[config.mk]
export PLATFORM = sky130hd
export DESIGN_NAME = blc_front
export DESIGN_NICKNAME = d
export VERILOG_FILES = /design/src/rtl/blc_pkg.sv /design/src/rtl/blc_front.sv
export SDC_FILE = /design/constraint.sdc
export NUM_CORES = 1
export LEC_CHECK = 0
export BUFFER_PORTS_ARGS = -buffer_cell sky130_fd_sc_hd__buf_2
export CORE_MARGIN = 3
export CORE_UTILIZATION = 49
export DETAILED_ROUTE_END_ITERATION = 6
export MAX_ROUTING_LAYER = met4
export PLACE_DENSITY_LB_ADDON = 0.2
export SLEW_MARGIN = 20
export SYNTH_ARGS = -nofsm -noshare
export SYNTH_HDL_FRONTEND = slang
export SYNTH_SLANG_ARGS = --single-unit
[constraint.sdc]
create_clock -name clk_i -period 2.5 [get_ports clk_i]
set_clock_uncertainty 0.2 [all_clocks]
set_input_delay 0.25 -clock clk_i [delete_from_list [all_inputs] [get_ports clk_i]]
set_output_delay 0.25 -clock clk_i [all_outputs]
set_load 0.01 [all_outputs]
[src/rtl/blc_pkg.sv]
package blc_pkg;

  // Fixed widths of the transaction fields and of the configuration port.
  localparam int unsigned IDX_W      = 8;
  localparam int unsigned WORD_W     = 32;
  localparam int unsigned THR_W      = 33;
  localparam int unsigned CFG_IDX_W  = 3;
  localparam int unsigned CFG_DATA_W = 33;

  // Defaults for the top-level parameters.
  localparam int unsigned NODE_COUNT_DEF  = 64;
  localparam int unsigned QUEUE_DEPTH_DEF = 2;

  // Register reset values.
  localparam logic [THR_W-1:0]  G2B_RESET   = 33'd1073741824;
  localparam logic [THR_W-1:0]  B2G_RESET   = 33'd4294967296;
  localparam logic [THR_W-1:0]  INIT_RESET  = 33'd858993459;
  localparam logic [WORD_W-1:0] SEED_RESET  = 32'd1;
  localparam logic [WORD_W-1:0] WARM_RESET  = 32'd0;
  localparam logic [WORD_W-1:0] SEED_ZERO_SUB = 32'd1;

  // Shift amounts of the xorshift32 generator.
  localparam int unsigned XS_A = 13;
  localparam int unsigned XS_B = 17;
  localparam int unsigned XS_C = 5;

  typedef enum logic [CFG_IDX_W-1:0] {
    REG_G2B_THR  = 3'd0,
    REG_B2G_THR  = 3'd1,
    REG_INIT_THR = 3'd2,
    REG_SEED     = 3'd3,
    REG_WARMUP   = 3'd4
  } blc_reg_e;

  typedef struct packed {
    logic [IDX_W-1:0] sender_index;
    logic [IDX_W-1:0] receiver_index;
  } blc_in_t;

  typedef struct packed {
    logic deliver;
    logic bypassed;
  } blc_out_t;

  // Transition thresholds seen by the back end.
  typedef struct packed {
    logic [THR_W-1:0] good_to_bad;
    logic [THR_W-1:0] bad_to_good;
    logic [THR_W-1:0] initial_bad;
  } blc_thr_t;

  // Generator reseed request from the register file.
  typedef struct packed {
    logic              load;
    logic [WORD_W-1:0] seed;
  } blc_seed_t;

  function automatic logic [WORD_W-1:0] xorshift32(input logic [WORD_W-1:0] x);
    logic [WORD_W-1:0] y;
    y = x ^ (x << XS_A);
    y = y ^ (y >> XS_B);
    y = y ^ (y << XS_C);
    return y;
  endfunction

  // A draw hits when the raw word is strictly below the threshold.
  function automatic logic draw_hits(input logic [WORD_W-1:0] w,
                                     input logic [THR_W-1:0]  thr);
    return {1'b0, w} < thr;
  endfunction

endpackage

[src/rtl/blc_front.sv]
module blc_front import blc_pkg::*; #(
  parameter int unsigned NODE_COUNT = NODE_COUNT_DEF,
  parameter int unsigned LINK_W     = $clog2(NODE_COUNT * NODE_COUNT)
) (
  input  logic              clk_i,
  input  logic              rst_ni,
  input  logic              in_valid_i,
  output logic              in_stall_o,
  input  blc_in_t           in_data_i,
  input  logic [WORD_W-1:0] warmup_i,
  input  logic              clr_busy_i,
  input  logic              q_full_i,
  output logic              push_o,
  output logic [LINK_W:0]   push_data_o
);

  localparam logic [IDX_W:0] NODE_LIM = (IDX_W + 1)'(NODE_COUNT);

  logic [WORD_W-1:0] frame_q, frame_d;
  logic              accept, in_range, in_warmup;
  logic [LINK_W-1:0] link;

  assign in_stall_o = q_full_i || clr_busy_i;
  assign accept     = in_valid_i && !in_stall_o;
  assign in_range   = ({1'b0, in_data_i.sender_index} < NODE_LIM) &&
                      ({1'b0, in_data_i.receiver_index} < NODE_LIM);
  assign in_warmup  = frame_q < warmup_i;
  assign link       = LINK_W'(in_data_i.sender_index) * LINK_W'(NODE_COUNT) +
                      LINK_W'(in_data_i.receiver_index);

  assign push_o      = accept;
  assign push_data_o = {!in_range || in_warmup, link};

  always_comb begin
    frame_d = frame_q;
    if (accept && in_range && in_warmup) begin
      frame_d = frame_q + WORD_W'(1);
    end
  end

  always_ff @(posedge clk_i or negedge rst_ni) begin
    if (!rst_ni) begin
      frame_q <= '0;
    end else begin
      frame_q <= frame_d;
    end
  end

`ifndef NO_ASSERTIONS
  a_no_take_in_clear: assert property (@(posedge clk_i) disable iff (!rst_ni)
    clr_busy_i |-> !push_o)
    else $error("frame taken during the clearing pass");

  a_count_warm: assert property (@(posedge clk_i) disable iff (!rst_ni)
    (accept && in_range && in_warmup) |=> (frame_q == $past(frame_q) + WORD_W'(1)))
    else $error("warmup counter missed an in-range frame");
`endif

endmodule

======== Word-level counts from Yosys, hierarchy flattened ========
Index checks and enable logic that the tools add are counted.
storage, ports and cells
  register bits after elaboration ......... 32
  input bits .............................. 53
  output and inout bits ................... 15
  word-level logic and storage cells ...... 14
operators by class
  $add $sub $neg .......................... 2
  order comparisons ....................... 3
  reduce and logical (&&, ||, !) cells .... 8
operators by type and width
  operator                                                     number
  adder 32 x 1 -> 32 bit (second input constant)               1
  less-than comparator 32 bit                                  1
  less-than comparator 8 x 7 -> 1 bit (second input constant)  2
  adder 12 x 8 -> 12 bit                                       1
  logical AND 1 bit                                            4
  zero test 1 bit                                              2
  logical OR 1 bit                                             2

======== Logic depth before layout (Yosys ltp) ========
  word-level depth ........................ 5
  gate-level depth with buffers ........... 10
  gate-level depth less buffers ........... 8

======== Least setup slack after synthesis ========
Ideal clock, no wire load.
  kind .................................... reg-to-output
  from .................................... register frame_q[11]
  to ...................................... output push_data_o[12]
  arrival time ............................ 2.198 ns
  data required time ...................... 2.050 ns
  slack ................................... -0.148 ns
  cell stages (with the launch flop) ...... 8
  buffers on the path ..................... 1
  cell sequence ........................... dfrtp_1 -> ha_1 -> and4_1 -> nand2_1 -> or4_1 -> a311oi_4 -> buf_6 -> o21ai_0
on the way
  word-level cells in the longest chain between the ends .. 2
ends and longest elaborated chain
  item                         line             RTL
  start, declared              blc_front.sv:19  logic [WORD_W-1:0] frame_q, frame_d;
  start signal, assigned       blc_front.sv:45  frame_q <= frame_d;
  less-than comparator 32 bit  blc_front.sv:27  assign in_warmup = frame_q < warmup_i;
  logical OR 1 bit             blc_front.sv:32  assign push_data_o = {!in_range || in_warmup, link};
  end, declared                blc_front.sv:14  output logic [LINK_W:0] push_data_o
No other way between the ends.

======== Worst setup path after layout ========
  from .................................... register frame_q[1]
  to ...................................... output push_data_o[12]
Same word-level chain as after synthesis.

==> run summary <==
Outcome: finished with violations
Violated checks: negative setup slack
Max reg flops: 32
CTS tree: yes
Max-cap violation count: 0
Filler cell count: 322
Setup crit end kind: output pin
Vias per cell: 5.44
Crit-path cells: ha_4, a2111oi_4, buf_4, or4_4, a311oi_4, buf_12, o21ai_1, buf_2
Slew @ Worst Pin: 752 ps
Die W: 81.2 µm
Post-Layout Cell Count: 494
NumNets Final: 511
Setup TNS: -9220 ps
Clock Path Buffers: 2
Avg Inst Size Synth: 9.50 µm²
Initial antenna violation count: 0
Final worst setup slack: -387 ps
Slowest-stage cell, CP: or4_4
Root buffer cell: clkbuf_8
RSZ-0062 raised after global routing: true
Number of antenna diodes: 0
Rows: 26
Worst hold margin: 300 ps
Mapped cell area: 2770 µm²
Die area: 6600 µm²
PwrDens: 297 nW/µm²
Gpl congestion: 0.837
Post-synthesis cell type count: 44
Final Max Tran Viols: 0
H-Tree Depth: 2
Reg2reg path depth: 12
Top flop regs: frame_q (32)
Num CTS Buffers: 5
Post-synthesis sequential area ratio: 0.289
Worst hold path type: input pin to output pin
FF-to-FF End: frame_q[8]$_DFFE_PN0P_
Vias in the first global route: 2,640
# setup viols final: 33
Hold Path Stages: 0
DRT antenna net count: 0
Syn Inst Count: 292
R2r startpoint: frame_q[15]$_DFFE_PN0P_
Port bufs: 55
Largest reg by FF count: frame_q
Grt total ovfl: 0
Clk slew on worst S/H paths: 70 ps
Commonest non-fill, non-tap cell in the layout: buf_4
Most frequent cells in the layout: buf_4 (65), buf_2 (55), inv_1 (36)
Total chip power: 1.26 mW
Total I/O pin count: 68
Number of synthesized register bits: 32
Core ar.: 5300 µm²
Synth-to-Final Area Change: 52.3%
Share of layout cells above drive strength 1: 0.479
WS Path Type: register to output pin
Arr. time, crit path: 2440 ps
Largest net degree at the start of global routing: 33
Leak Pwr: 2.24 nW
Slowest stage delay, CP: 540 ps
Drt first-iter violations: 178
Max transition margin: 0.499
Critical Path Start Type: register
Drt wl/cell: 16.3 µm
Peak supply drop: 0.231 mV
Period utilisation layout: 1.15
Fmax: 346 MHz
Mapped Nets: 380
Required @ worst endpoint: 2050 ps
Ys flop type: dfrtp_1
Initial Util: 0.523
Die span in y: 81.2 µm
Detailed Routing Iterations Pass 1: 4
R2R Setup Slk: -370 ps
First-pass GRT wire length: 11,800 µm
Yosys warns: 0
DP Cell Count: 452
# clock sinks: 32
Post-layout min period: 2890 ps
Worst-path maximum fanout: 2
Routed WL: 8080 µm
DRC: 0
EDFF count, synth: 0
Hold_sp: in_data_i[3]
Overall routing resource usage: 0.239
Fin. Hold Viols: 0
Asr flop ratio synth: 1.00
Worst-skew pair later-pin latency: 300 ps
DR vias: 2,685
Hpwl dp: 4760 µm
Worst Hold End: push_data_o[3]
## through the flow
step | worst slack (ps) | util | cell area [µm²]
floorplan | -68.9 | - | 2820
global placement | -201 | 0.659 | 3490
detailed placement | -229 | 0.659 | 3490
CTS | -377 | 0.736 | 3910
global route | -498 | 0.797 | 4230
finish | -387 | 0.797 | 4230
## power breakdown
group	switching, mW	leakage, nW	internal (mW)
Clock	0.216	0.0541	0.295
Sequential	0.00414	0.444	0.524
Combinational	0.104	1.74	0.113
## worst max-delay path: cells and delay by family, from the launching register on
kind	cells	cell delay, ps
simple gates	1	540
compound gates	3	470
buf+inv	3	450
flops	1	420
fa+ha+maj	1	290
## cell families (layout without fill, tap and decap cells)
group,count (synthesis),in the layout,synth area share
and+or+nand+nor,112,112,0.272
buffers and inverters,52,184,0.101
adders and majority gates,35,35,0.161
xor gates and xnor gates,35,35,0.111
DFF,32,32,0.289
AOI/OAI and AO/OA,25,25,0.0613
muxes,1,1,0.00541
## final cells by class
cell class                      count  area, µm²  area share
Inverter                           36        135      0.0320
Multi-Input combinational cell    208       2010       0.477
Tap cell                           70       87.6      0.0207
Clock buffer                        5       68.8      0.0163
Sequential cell                    32        802       0.190
Clock inverter                      3       42.5      0.0101
Timing Repair Buffer              140       1070       0.254
## how the worst max path moves through the flow
stage	cells after the start	startpoint	endpoint	slack (ps)
after floorplan	8	frame_q[11]$_DFFE_PN0P_	frame_q[10]$_DFFE_PN0P_	-70
after global placement	9	frame_q[30]$_DFFE_PN0P_	frame_q[23]$_DFFE_PN0P_	-200
after detailed placement	9	frame_q[30]$_DFFE_PN0P_	frame_q[10]$_DFFE_PN0P_	-230
after CTS	8	frame_q[15]$_DFFE_PN0P_	push_data_o[12]	-380
after global routing	12	frame_q[15]$_DFFE_PN0P_	frame_q[8]$_DFFE_PN0P_	-500
final	8	frame_q[1]$_DFFE_PN0P_	push_data_o[12]	-390
## routing by layer
layer  up-vias  global-route usage  part of all wire
met1      1264               0.293              0.43
li1       1275                   -                 -
met2       115               0.385              0.49
met5         -                   -                 0
met3        31              0.0432             0.054
met4         0               0.103             0.032
## cells in the mapped netlist (3+ instances only)
| master | number | area (µm²) |
|---|---|---|
| a21oi_1 | 13 | 65.1 |
| and3_1 | 7 | 43.8 |
| and4_1 | 3 | 26.3 |
| buf_4 | 6 | 45.0 |
| buf_6 | 4 | 45.0 |
| dfrtp_1 | 32 | 801 |
| ha_1 | 34 | 425 |
| inv_1 | 36 | 135 |
| nand2_1 | 21 | 78.8 |
| nand3_1 | 21 | 105 |
| nand4_1 | 10 | 62.6 |
| nor2_1 | 4 | 15.0 |
| nor3_1 | 10 | 50.1 |
| nor3_2 | 6 | 60.1 |
| nor4_2 | 14 | 175 |
| o21ai_0 | 3 | 15.0 |
| xor2_1 | 33 | 289 |
## timing repair
item,4_1_cts,5_1_grt
endpoints found under the hold margin,32,0
buffers inserted,13,21
endpoints found under the setup margin,33,33
hold buffers,1,0
cloned,1,1
pin swaps,14,25
resized for setup,29,26
No activity file was read; power rests on OpenSTA's default activity.
