### src/rtl/blc_pkg.sv
package blc_pkg;

  // Fixed widths of the transaction fields and of the configuration port.
  localparam int unsigned IDX_W      = 8;
  localparam int unsigned WORD_W     = 32;
  localparam int unsigned THR_W      = 33;
  localparam int unsigned CFG_IDX_W  = 3;
  localparam int unsigned CFG_DATA_W = 33;

  // Defaults for the top-level parameters.
  localparam int unsigned NODE_COUNT_DEF  = 64;
  localparam int unsigned QUEUE_DEPTH_DEF = 2;

  // Register reset values.
  localparam logic [THR_W-1:0]  G2B_RESET   = 33'd1073741824;
  localparam logic [THR_W-1:0]  B2G_RESET   = 33'd4294967296;
  localparam logic [THR_W-1:0]  INIT_RESET  = 33'd858993459;
  localparam logic [WORD_W-1:0] SEED_RESET  = 32'd1;
  localparam logic [WORD_W-1:0] WARM_RESET  = 32'd0;
  localparam logic [WORD_W-1:0] SEED_ZERO_SUB = 32'd1;

  // Shift amounts of the xorshift32 generator.
  localparam int unsigned XS_A = 13;
  localparam int unsigned XS_B = 17;
  localparam int unsigned XS_C = 5;

  typedef enum logic [CFG_IDX_W-1:0] {
    REG_G2B_THR  = 3'd0,
    REG_B2G_THR  = 3'd1,
    REG_INIT_THR = 3'd2,
    REG_SEED     = 3'd3,
    REG_WARMUP   = 3'd4
  } blc_reg_e;

  typedef struct packed {
    logic [IDX_W-1:0] sender_index;
    logic [IDX_W-1:0] receiver_index;
  } blc_in_t;

  typedef struct packed {
    logic deliver;
    logic bypassed;
  } blc_out_t;

  // Transition thresholds seen by the back end.
  typedef struct packed {
    logic [THR_W-1:0] good_to_bad;
    logic [THR_W-1:0] bad_to_good;
    logic [THR_W-1:0] initial_bad;
  } blc_thr_t;

  // Generator reseed request from the register file.
  typedef struct packed {
    logic              load;
    logic [WORD_W-1:0] seed;
  } blc_seed_t;

  function automatic logic [WORD_W-1:0] xorshift32(input logic [WORD_W-1:0] x);
    logic [WORD_W-1:0] y;
    y = x ^ (x << XS_A);
    y = y ^ (y >> XS_B);
    y = y ^ (y << XS_C);
    return y;
  endfunction

  // A draw hits when the raw word is strictly below the threshold.
  function automatic logic draw_hits(input logic [WORD_W-1:0] w,
                                     input logic [THR_W-1:0]  thr);
    return {1'b0, w} < thr;
  endfunction

endpackage

### src/rtl/blc_fifo.sv
module blc_fifo import blc_pkg::*; #(
  parameter int unsigned DATA_W = 8,
  parameter int unsigned DEPTH  = QUEUE_DEPTH_DEF
) (
  input  logic              clk_i,
  input  logic              rst_ni,
  input  logic              push_i,
  input  logic [DATA_W-1:0] push_data_i,
  output logic              full_o,
  input  logic              pop_i,
  output logic              valid_o,
  output logic [DATA_W-1:0] pop_data_o
);

  localparam int unsigned PTR_W = (DEPTH > 1) ? $clog2(DEPTH) : 1;
  localparam int unsigned CNT_W = $clog2(DEPTH + 1);

  logic [DATA_W-1:0] entry_q [DEPTH];
  logic [PTR_W-1:0]  wr_ptr_q, wr_ptr_d, rd_ptr_q, rd_ptr_d;
  logic [CNT_W-1:0]  count_q, count_d;
  logic              do_push, do_pop;

  assign full_o     = (count_q == CNT_W'(DEPTH));
  assign valid_o    = (count_q != '0);
  assign pop_data_o = entry_q[rd_ptr_q];
  assign do_push    = push_i && !full_o;
  assign do_pop     = pop_i && valid_o;

  always_comb begin
    wr_ptr_d = wr_ptr_q;
    rd_ptr_d = rd_ptr_q;
    count_d  = count_q;
    if (do_push) begin
      wr_ptr_d = (wr_ptr_q == PTR_W'(DEPTH - 1)) ? '0 : wr_ptr_q + PTR_W'(1);
    end
    if (do_pop) begin
      rd_ptr_d = (rd_ptr_q == PTR_W'(DEPTH - 1)) ? '0 : rd_ptr_q + PTR_W'(1);
    end
    if (do_push && !do_pop) begin
      count_d = count_q + CNT_W'(1);
    end else if (do_pop && !do_push) begin
      count_d = count_q - CNT_W'(1);
    end
  end

  always_ff @(posedge clk_i or negedge rst_ni) begin
    if (!rst_ni) begin
      wr_ptr_q <= '0;
      rd_ptr_q <= '0;
      count_q  <= '0;
    end else begin
      wr_ptr_q <= wr_ptr_d;
      rd_ptr_q <= rd_ptr_d;
      count_q  <= count_d;
    end
  end

  always_ff @(posedge clk_i) begin
    if (do_push) begin
      entry_q[wr_ptr_q] <= push_data_i;
    end
  end

`ifndef NO_ASSERTIONS
  a_count_bound: assert property (@(posedge clk_i) disable iff (!rst_ni)
    count_q <= CNT_W'(DEPTH))
    else $error("queue occupancy beyond its depth");

  a_count_track: assert property (@(posedge clk_i) disable iff (!rst_ni)
    (do_push && !do_pop) |=> (count_q == $past(count_q) + CNT_W'(1)))
    else $error("queue occupancy did not follow a lone push");
`endif

endmodule

### config.mk
export PLATFORM = sky130hd
export DESIGN_NAME = blc_fifo
export DESIGN_NICKNAME = d
export VERILOG_FILES = /design/src/rtl/blc_pkg.sv /design/src/rtl/blc_fifo.sv
export SDC_FILE = /design/constraint.sdc
export NUM_CORES = 1
export LEC_CHECK = 0
export BUFFER_PORTS_ARGS = -buffer_cell sky130_fd_sc_hd__buf_2
export CORE_MARGIN = 3
export CORE_UTILIZATION = 23
export DETAILED_ROUTE_END_ITERATION = 10
export GPL_TIMING_DRIVEN = 0
export PLACE_DENSITY_LB_ADDON = 0.12
export SKIP_CTS_REPAIR_TIMING = 1
export SYNTH_ARGS = -nofsm -noshare
export SYNTH_HDL_FRONTEND = slang
export SYNTH_SLANG_ARGS = --single-unit
### constraint.sdc
create_clock -name clk_i -period 2.5 [get_ports clk_i]
set_input_delay 0.375 -clock clk_i [delete_from_list [all_inputs] [get_ports clk_i]]
set_output_delay 0.375 -clock clk_i [all_outputs]
set_load 0.02 [all_outputs]
# After elaboration in Yosys (flattened, before gate mapping)
# Memory sizes are Yosys's and may differ from the RTL's.
# Index checks and enable logic that the tools add are counted.
[word_totals]
ff_bits = 4
ramBits = 16
mem_count = 1
input_bits = 12
[classes]
muxes = 6
eq_ne = 1
n_reduce_logical = 9
addsub = 4
[memory_table]
columns = ["name", "depth", "word_bits", "rd", "rd_clocked_by_memory_dff", "write_ports", "line", "rtl"]
rows = [
  ["entry_q", 2, 8, 1, 0, 1, "blc_fifo.sv:18", "logic [DATA_W-1:0] entry_q [DEPTH];"],
]
[ops]
columns = ["cell", "count"]
rows = [
  ["$logic_and A1 B1 Y1", 4],
  ["$mux W1", 4],
  ["$mux W2", 2],
  ["$reduce_bool A2 Y1", 2],
  ["$logic_not A1 Y1", 3],
  ["$add A1 B1 Y1 const B", 2],
  ["$add A2 B1 Y2 const B", 1],
  ["$eq A2 B2 Y1 const B", 1],
  ["$sub A2 B1 Y2 const B", 1],
]

# Longest topological paths before layout
# Gate-level depths: netlist (run 1).
[depth]
word_depth = 7
depth_mapped = 7

# Least setup slack after synthesis (run 1)
# No wires, ideal clock.
[synth_path]
path_type = "reg-to-reg"
from = "register count_q[0]"
to = "memory entry_q[0][0], enable pin"
arrival_ps = 986
path_buffers = 0
slack_ps = 1144
setup_ps = 370
stages_incl_launch_ff = 4
period_less_slack_ps = 1356
cell_sequence = "dfrtp_1 -> nand2b_1 -> nand2_2 -> nor2_1"
[synth_between]
elab_chain_len = 5
[synth_lines]
columns = ["item", "line", "rtl"]
rows = [
  ["start, declared", "blc_fifo.sv:20", "logic [CNT_W-1:0] count_q, count_d;"],
  ["start signal, assigned", "blc_fifo.sv:54", "count_q <= count_d;"],
  ["$eq A2 B2 Y1", "blc_fifo.sv:23", "assign full_o = (count_q == CNT_W'(DEPTH));"],
  ["$logic_not A1 Y1", "blc_fifo.sv:26", "assign do_push = push_i && !full_o;"],
  ["$logic_and A1 B1 Y1", "blc_fifo.sv:26", ""],
  ["$mux W1", "blc_fifo.sv:59", "if (do_push) begin"],
  ["$mux W1 (not written as such)", "blc_fifo.sv:60", "entry_q[wr_ptr_q] <= push_data_i;"],
  ["end, declared", "blc_fifo.sv:18", ""],
]
# Every way passes these cells.

# Final worst setup path (run 1)
[layout_path]
from = "register rd_ptr_q"
to = "output port pop_data_o[2]"
[layout_between]
elab_chain_len = 1
[layout_lines]
columns = ["item", "line", "rtl"]
rows = [
  ["start, declared", "blc_fifo.sv:19", "logic [PTR_W-1:0] wr_ptr_q, wr_ptr_d, rd_ptr_q, rd_ptr_d;"],
  ["start signal, assigned", "blc_fifo.sv:53", "rd_ptr_q <= rd_ptr_d;"],
  ["$mem_v2 Z2 W8", "--", ""],
  ["end, declared", "blc_fifo.sv:12", "output logic [DATA_W-1:0] pop_data_o"],
]
# Every way passes these cells.

==> results of run 1 <==
## worst max-delay path: cells and delay by family, from the launching register on
family / cells / cell delay, ps
buffers and inverters: 2 / 400
flip-flops: 1 / 330
multiplexers: 1 / 350
## final cells by class
class / count / area [µm²] / area share, %
clock inverters: 1 / 30.03 / 2.978
multi-input cells: 21 / 192.7 / 19.11
clock buffers: 3 / 22.52 / 2.233
flip-flops and latches: 20 / 580.6 / 57.57
repair buffers: 22 / 115.1 / 11.41
plain buffers: 1 / 5.005 / 0.4963
well taps: 44 / 55.05 / 5.459
inverters: 2 / 7.507 / 0.7444
## state kept, by name (all words and copies together) (netlist names)
name,cells
entry_q,16
count_q,2
rd_ptr_q,1
wr_ptr_q,1
## kinds of logic after synthesis
logic type	after synthesis	synth area share (%)
DFF	20	73.89
xor gates and xnor gates	5	5.574
buffers and inverters	3	1.592
muxes	8	11.47
and+or+nand+nor	7	5.894
adders and majority gates	1	1.592
## cells in the mapped netlist
| master | number | area [µm²] |
|---|---|---|
| nand2_4 | 1 | 11.26 |
| inv_1 | 2 | 7.510 |
| nand2_2 | 1 | 6.260 |
| nand2b_1 | 1 | 6.260 |
| ha_1 | 1 | 12.51 |
| buf_2 | 1 | 5.000 |
| nor2_1 | 2 | 7.510 |
| edfxtp_1 | 16 | 480.5 |
| or2_4 | 1 | 8.760 |
| mux2_1 | 8 | 90.09 |
| and3_1 | 1 | 6.260 |
| dfrtp_1 | 4 | 100.1 |
| xor2_1 | 2 | 17.52 |
| xnor2_1 | 3 | 26.28 |
## metrics by stage
stage / setup slack [ps] / hold WS (ps)
floorplan: 1144 / 79.41
global placement: 848.3 / 190.6
detailed placement: 826.3 / 192.3
CTS: 704.2 / -155.0
global route: 622.8 / 226.6
finish: 741.8 / 253.9
## per-layer routing
| metal | up-vias | global-route usage, % | share of wire (%) |
|---|---|---|---|
| met2 | 8 | 12.76 | 51 |
| met3 | 0 | 3.293 | 5.5 |
| met1 | 201 | 7.371 | 43 |
| li1 | 208 | - | - |
| met5 | - | 0 | 0 |
| met4 | 0 | 2.375 | 0 |
## worst max path at each step
stage,startpoint,end,slack [ps],depth (start not counted)
2_1_floorplan,count_q[0]$_DFFE_PN0P_,entry_q[0][0]$_DFFE_PP_,1140,3
3_3_place_gp,count_q[0]$_DFFE_PN0P_,entry_q[0][0]$_DFFE_PP_,850,3
3_5_place_dp,count_q[0]$_DFFE_PN0P_,entry_q[0][0]$_DFFE_PP_,830,3
4_1_cts,rd_ptr_q$_DFFE_PN0P_,pop_data_o[2],700,3
5_1_grt,rd_ptr_q$_DFFE_PN0P_,pop_data_o[6],620,3
6_report,rd_ptr_q$_DFFE_PN0P_,pop_data_o[2],740,3
## power breakdown
group          internal, mW  total (mW)  switching, mW
clock network         0.162       0.261         0.0989
logic                 0.178       0.441          0.263
registers             0.466       0.502         0.0362
==> metrics.csv, run 1 <==
metric,value,unit
CP required,2120,ps
final-report hold violation count,0,
FF-to-FF path depth,3,
Die Wd,64.45,µm
"critical path fanouts, max",9,
clock-pin slew on the worst setup and hold paths,120,ps
cell count after synthesis,44,
CTS max path bufs,2,
placeable core area,0.003153,mm²
FP Rows,20,
total chip power,1.204,mW
"setup slack, reg-to-reg",880,ps
CP endpoint kind,primary output,
reg2reg start,count_q[0]$_DFFE_PN0P_,
Ys Warns,0,
FILL cells,330,
hold path cells,1,
Die ar.,0.004154,mm²
CP max stage delay,350,ps
CP Cell Sequence,buf_2 > mux2_1 > buf_2,
RePlAce Congestion,0.5960,
"commonest cells after routing, fill and taps aside","22 x buf_2, 16 x edfxtp_1, 8 x mux2_1, 4 x dfrtp_1",
"Avg Cell Area, Syn",17.86,µm²
setup violators final,0,
DP Cell Count,109,
Post-Syn Area,785.8,µm²
"Area growth, synth to finish",28.34,%
ratio of cells with drive above 1 in the final layout,41.43,%
slew margin rel.,50.37,%
clock latency on the worst-skew pair,300,ps
fin crit period,1758,ps
final instance area,0.001008,mm²
"most common cell after layout, fill and taps aside",buf_2,
worst r2r dst,entry_q[0][5]$_DFFE_PP_,
Die Ht,64.45,µm
GRT Util Overall,7.151,%
number of nets in the layout,84,
outcome,"finished, final reports clean",
sequential area share after synthesis,73.89,%
Mapped Nets,57,
pwr dens,1194,mW/mm²
"flops & latches, synth",20,
Max Cap Viol,0,
Layout Utilization,31.98,%
max-slew violation total from the final report,0,
clk sink count,20,
Tightest Pin Transition,741.8,ps
Initial Util,24.92,%
RSZ-0062 raised after global routing,false,
ANT cells,0,
WL final,1.313,mm
Leak,0.4095,nW
H-tree depth,1,
Vias per Instance,3.658,
Vias,417,
WP data arrival,1380,ps
Peak VDD IR,0.4015,mV
initial antenna violation count,0,
crit start category,register,
Clock Skews,7.537,ps
DRT antenna net count,0,
first-pass GRT wire length,2.159,mm
number of buffer cells added on primary ports,21,
fin cells,114,
TritonCTS clock tree,done,
largest net degree at the start of global routing,13,
Hold Startpoint,push_data_i[1],
CTS Root Cell,clkbuf_4,
DP HPWL,922.9,µm
WL/cell,11.52,µm
placed inst area,945.9,µm²
fin crit share,70.33,%
Peak Freq,568.8,MHz
Hold Path End,entry_q[1][1]$_DFFE_PP_,
"most used cell, CP",buf_2,
CP max stage cell,mux2_1,
CTS buffer count,3,
number of global-route vias before repair,439,
WS Path Type,reg -> out,
io pins,22,
grt total ovfl,0,
setup TNS,0,ps
DR pass1 iterations,3,
worst hold-check path type,in -> reg,
"Distinct cells, synth",14,
drc violations,0,
detailed router's first-iteration violation count,13,
Power figures use the tool's default switching activity.
==> run 2, diff against run 1 <==
Clock period 2.5 ns to 1.5 ns, I/O delays scaled along.
==> metrics.csv, run 2 (synthesis results as in run 1) <==
metric,value,unit
ratio of cells with drive above 1 in the final layout,60.00,%
final-report hold violation count,0,
H-tree depth,1,
Tightest Pin Transition,468.3,ps
detailed router's first-iteration violation count,4,
Layout Utilization,36.39,%
initial antenna violation count,0,
DR pass1 iterations,2,
CP endpoint kind,primary output,
placed inst area,945.9,µm²
worst hold-check path type,in -> reg,
CP max stage delay,420,ps
Logic pwr share,46.6,%
first-pass GRT wire length,2.159,mm
"Area growth, synth to finish",46.02,%
"critical path fanouts, max",5,
largest net degree at the start of global routing,13,
P_sw,0.7527,mW
Setup WS post-layout,-15.30,ps
number of global-route vias before repair,439,
DRT antenna net count,0,
clock latency on the worst-skew pair,300,ps
TritonCTS clock tree,done,
RSZ-0062 raised after global routing,true,
grt total ovfl,0,
Initial Util,24.92,%
Peak VDD IR,0.6763,mV
outcome,"complete, but fails checks",
clock-pin slew on the worst setup and hold paths,120,ps
WL final,1.417,mm
worst-case hold slack,100.1,ps
placeable core area,0.003153,mm²
FILL cells,321,
RePlAce Congestion,0.5960,
clock power share,17.9,%
CTS buffer count,3,
fin cells,119,
number of buffer cells added on primary ports,21,
WP data arrival,1290,ps
total chip power,2.422,mW
cell-internal power,1.670,mW
max-slew violation total from the final report,0,
CP Cell Sequence,buf_6 > mux2_4 > buf_6,
Vias,442,
WL/cell,11.91,µm
CP max stage cell,dfrtp_1,
setup violators final,6,
CP required,1270,ps
Vias per Instance,3.714,
registers with the most flip-flops,"entry_q (16), count_q (2)",
Leak,0.4918,nW
slew margin rel.,68.74,%
WS Path Type,reg -> out,
"Most flops, register",entry_q,
drc violations,0,
DP Cell Count,109,
Net Sw Frac,31.07,%
"most common cell after layout, fill and taps aside",edfxtp_1,
Clock Skews,13.31,ps
ANT cells,0,
sequential power share,35.4,%
failing checks,negative setup slack,
pwr dens,2111,mW/mm²
"setup slack, reg-to-reg",90,ps
CP top delay family,flip-flops,
Max Cap Viol,0,
CTS max path bufs,2,
fin crit share,101.0,%
Peak Freq,659.9,MHz
dpl ws,-173.7,ps
fin crit period,1515,ps
crit start category,register,
Die ar.,0.004154,mm²
Critical path buffers and inverters,2,
number of nets in the layout,89,
max reg flops,16,
"commonest cells after routing, fill and taps aside","16 x edfxtp_1, 13 x buf_2, 10 x buf_6, 8 x mux2_4, 4 x buf_4",
Die Wd,64.45,µm
setup TNS,-62.83,ps
CTS Root Cell,clkbuf_4,
DP HPWL,922.9,µm
GRT Util Overall,7.151,%
io pins,22,
Die Ht,64.45,µm
FP Rows,20,
final instance area,0.001147,mm²
clk sink count,20,
"most used cell, CP",buf_6,
-- run 2: power by group through the flow --
stage	Clock [mW]	Combinational (mW)	Sequential, mW
floorplan	0	0.543	0.836
global placement	0	0.750	0.849
detailed placement	0	0.751	0.850
CTS	0.454	0.755	0.838
global route	0.472	1.21	0.881
finish	0.435	1.13	0.858
-- run 2: worst register-to-register path, cell delays in order, from the launching register on --
cell and delay [ps]:
dfrtp_1 430, or2_4 280, nand2_4 80, ha_1 160, xor2_1 160, nor2_1 70, xor2_1 140
-- run 2: final timing paths --
kind	startpoint	endpoint	cells past startpoint
hold reg to reg	wr_ptr_q$_DFFE_PN0N_	wr_ptr_q$_DFFE_PN0N_	1
min in group asynchronous	rst_ni	wr_ptr_q$_DFFE_PN0N_	2
max in group asynchronous	rst_ni	count_q[0]$_DFFE_PN0P_	2
setup reg to reg	count_q[1]$_DFFE_PN0P_	count_q[1]$_DFFE_PN0P_	6
hold / removal	push_data_i[1]	entry_q[1][1]$_DFFE_PP_	1
setup / recovery	rd_ptr_q$_DFFE_PN0P_	pop_data_o[5]	3
-- run 2: area by class of cell --
class / count / area [µm²] / share of cell area [%]
plain buffers: 1 / 11.26 / 0.9815
clock buffers: 3 / 22.52 / 1.963
clock inverters: 1 / 30.03 / 2.617
inverters: 2 / 7.507 / 0.6543
multi-input cells: 21 / 232.7 / 20.28
flip-flops and latches: 20 / 581.8 / 50.71
well taps: 44 / 55.05 / 4.798
repair buffers: 27 / 206.4 / 17.99
-- run 2: metal layers --
layer	vias up	part of all wire [%]	routed length [µm]	global-route usage [%]
li1	217	-	-	-
met1	217	42	602	7.371
met2	8	54	761	12.76
met3	0	3.7	53	3.293
met4	0	0	0	2.375
met5	-	0	0	0
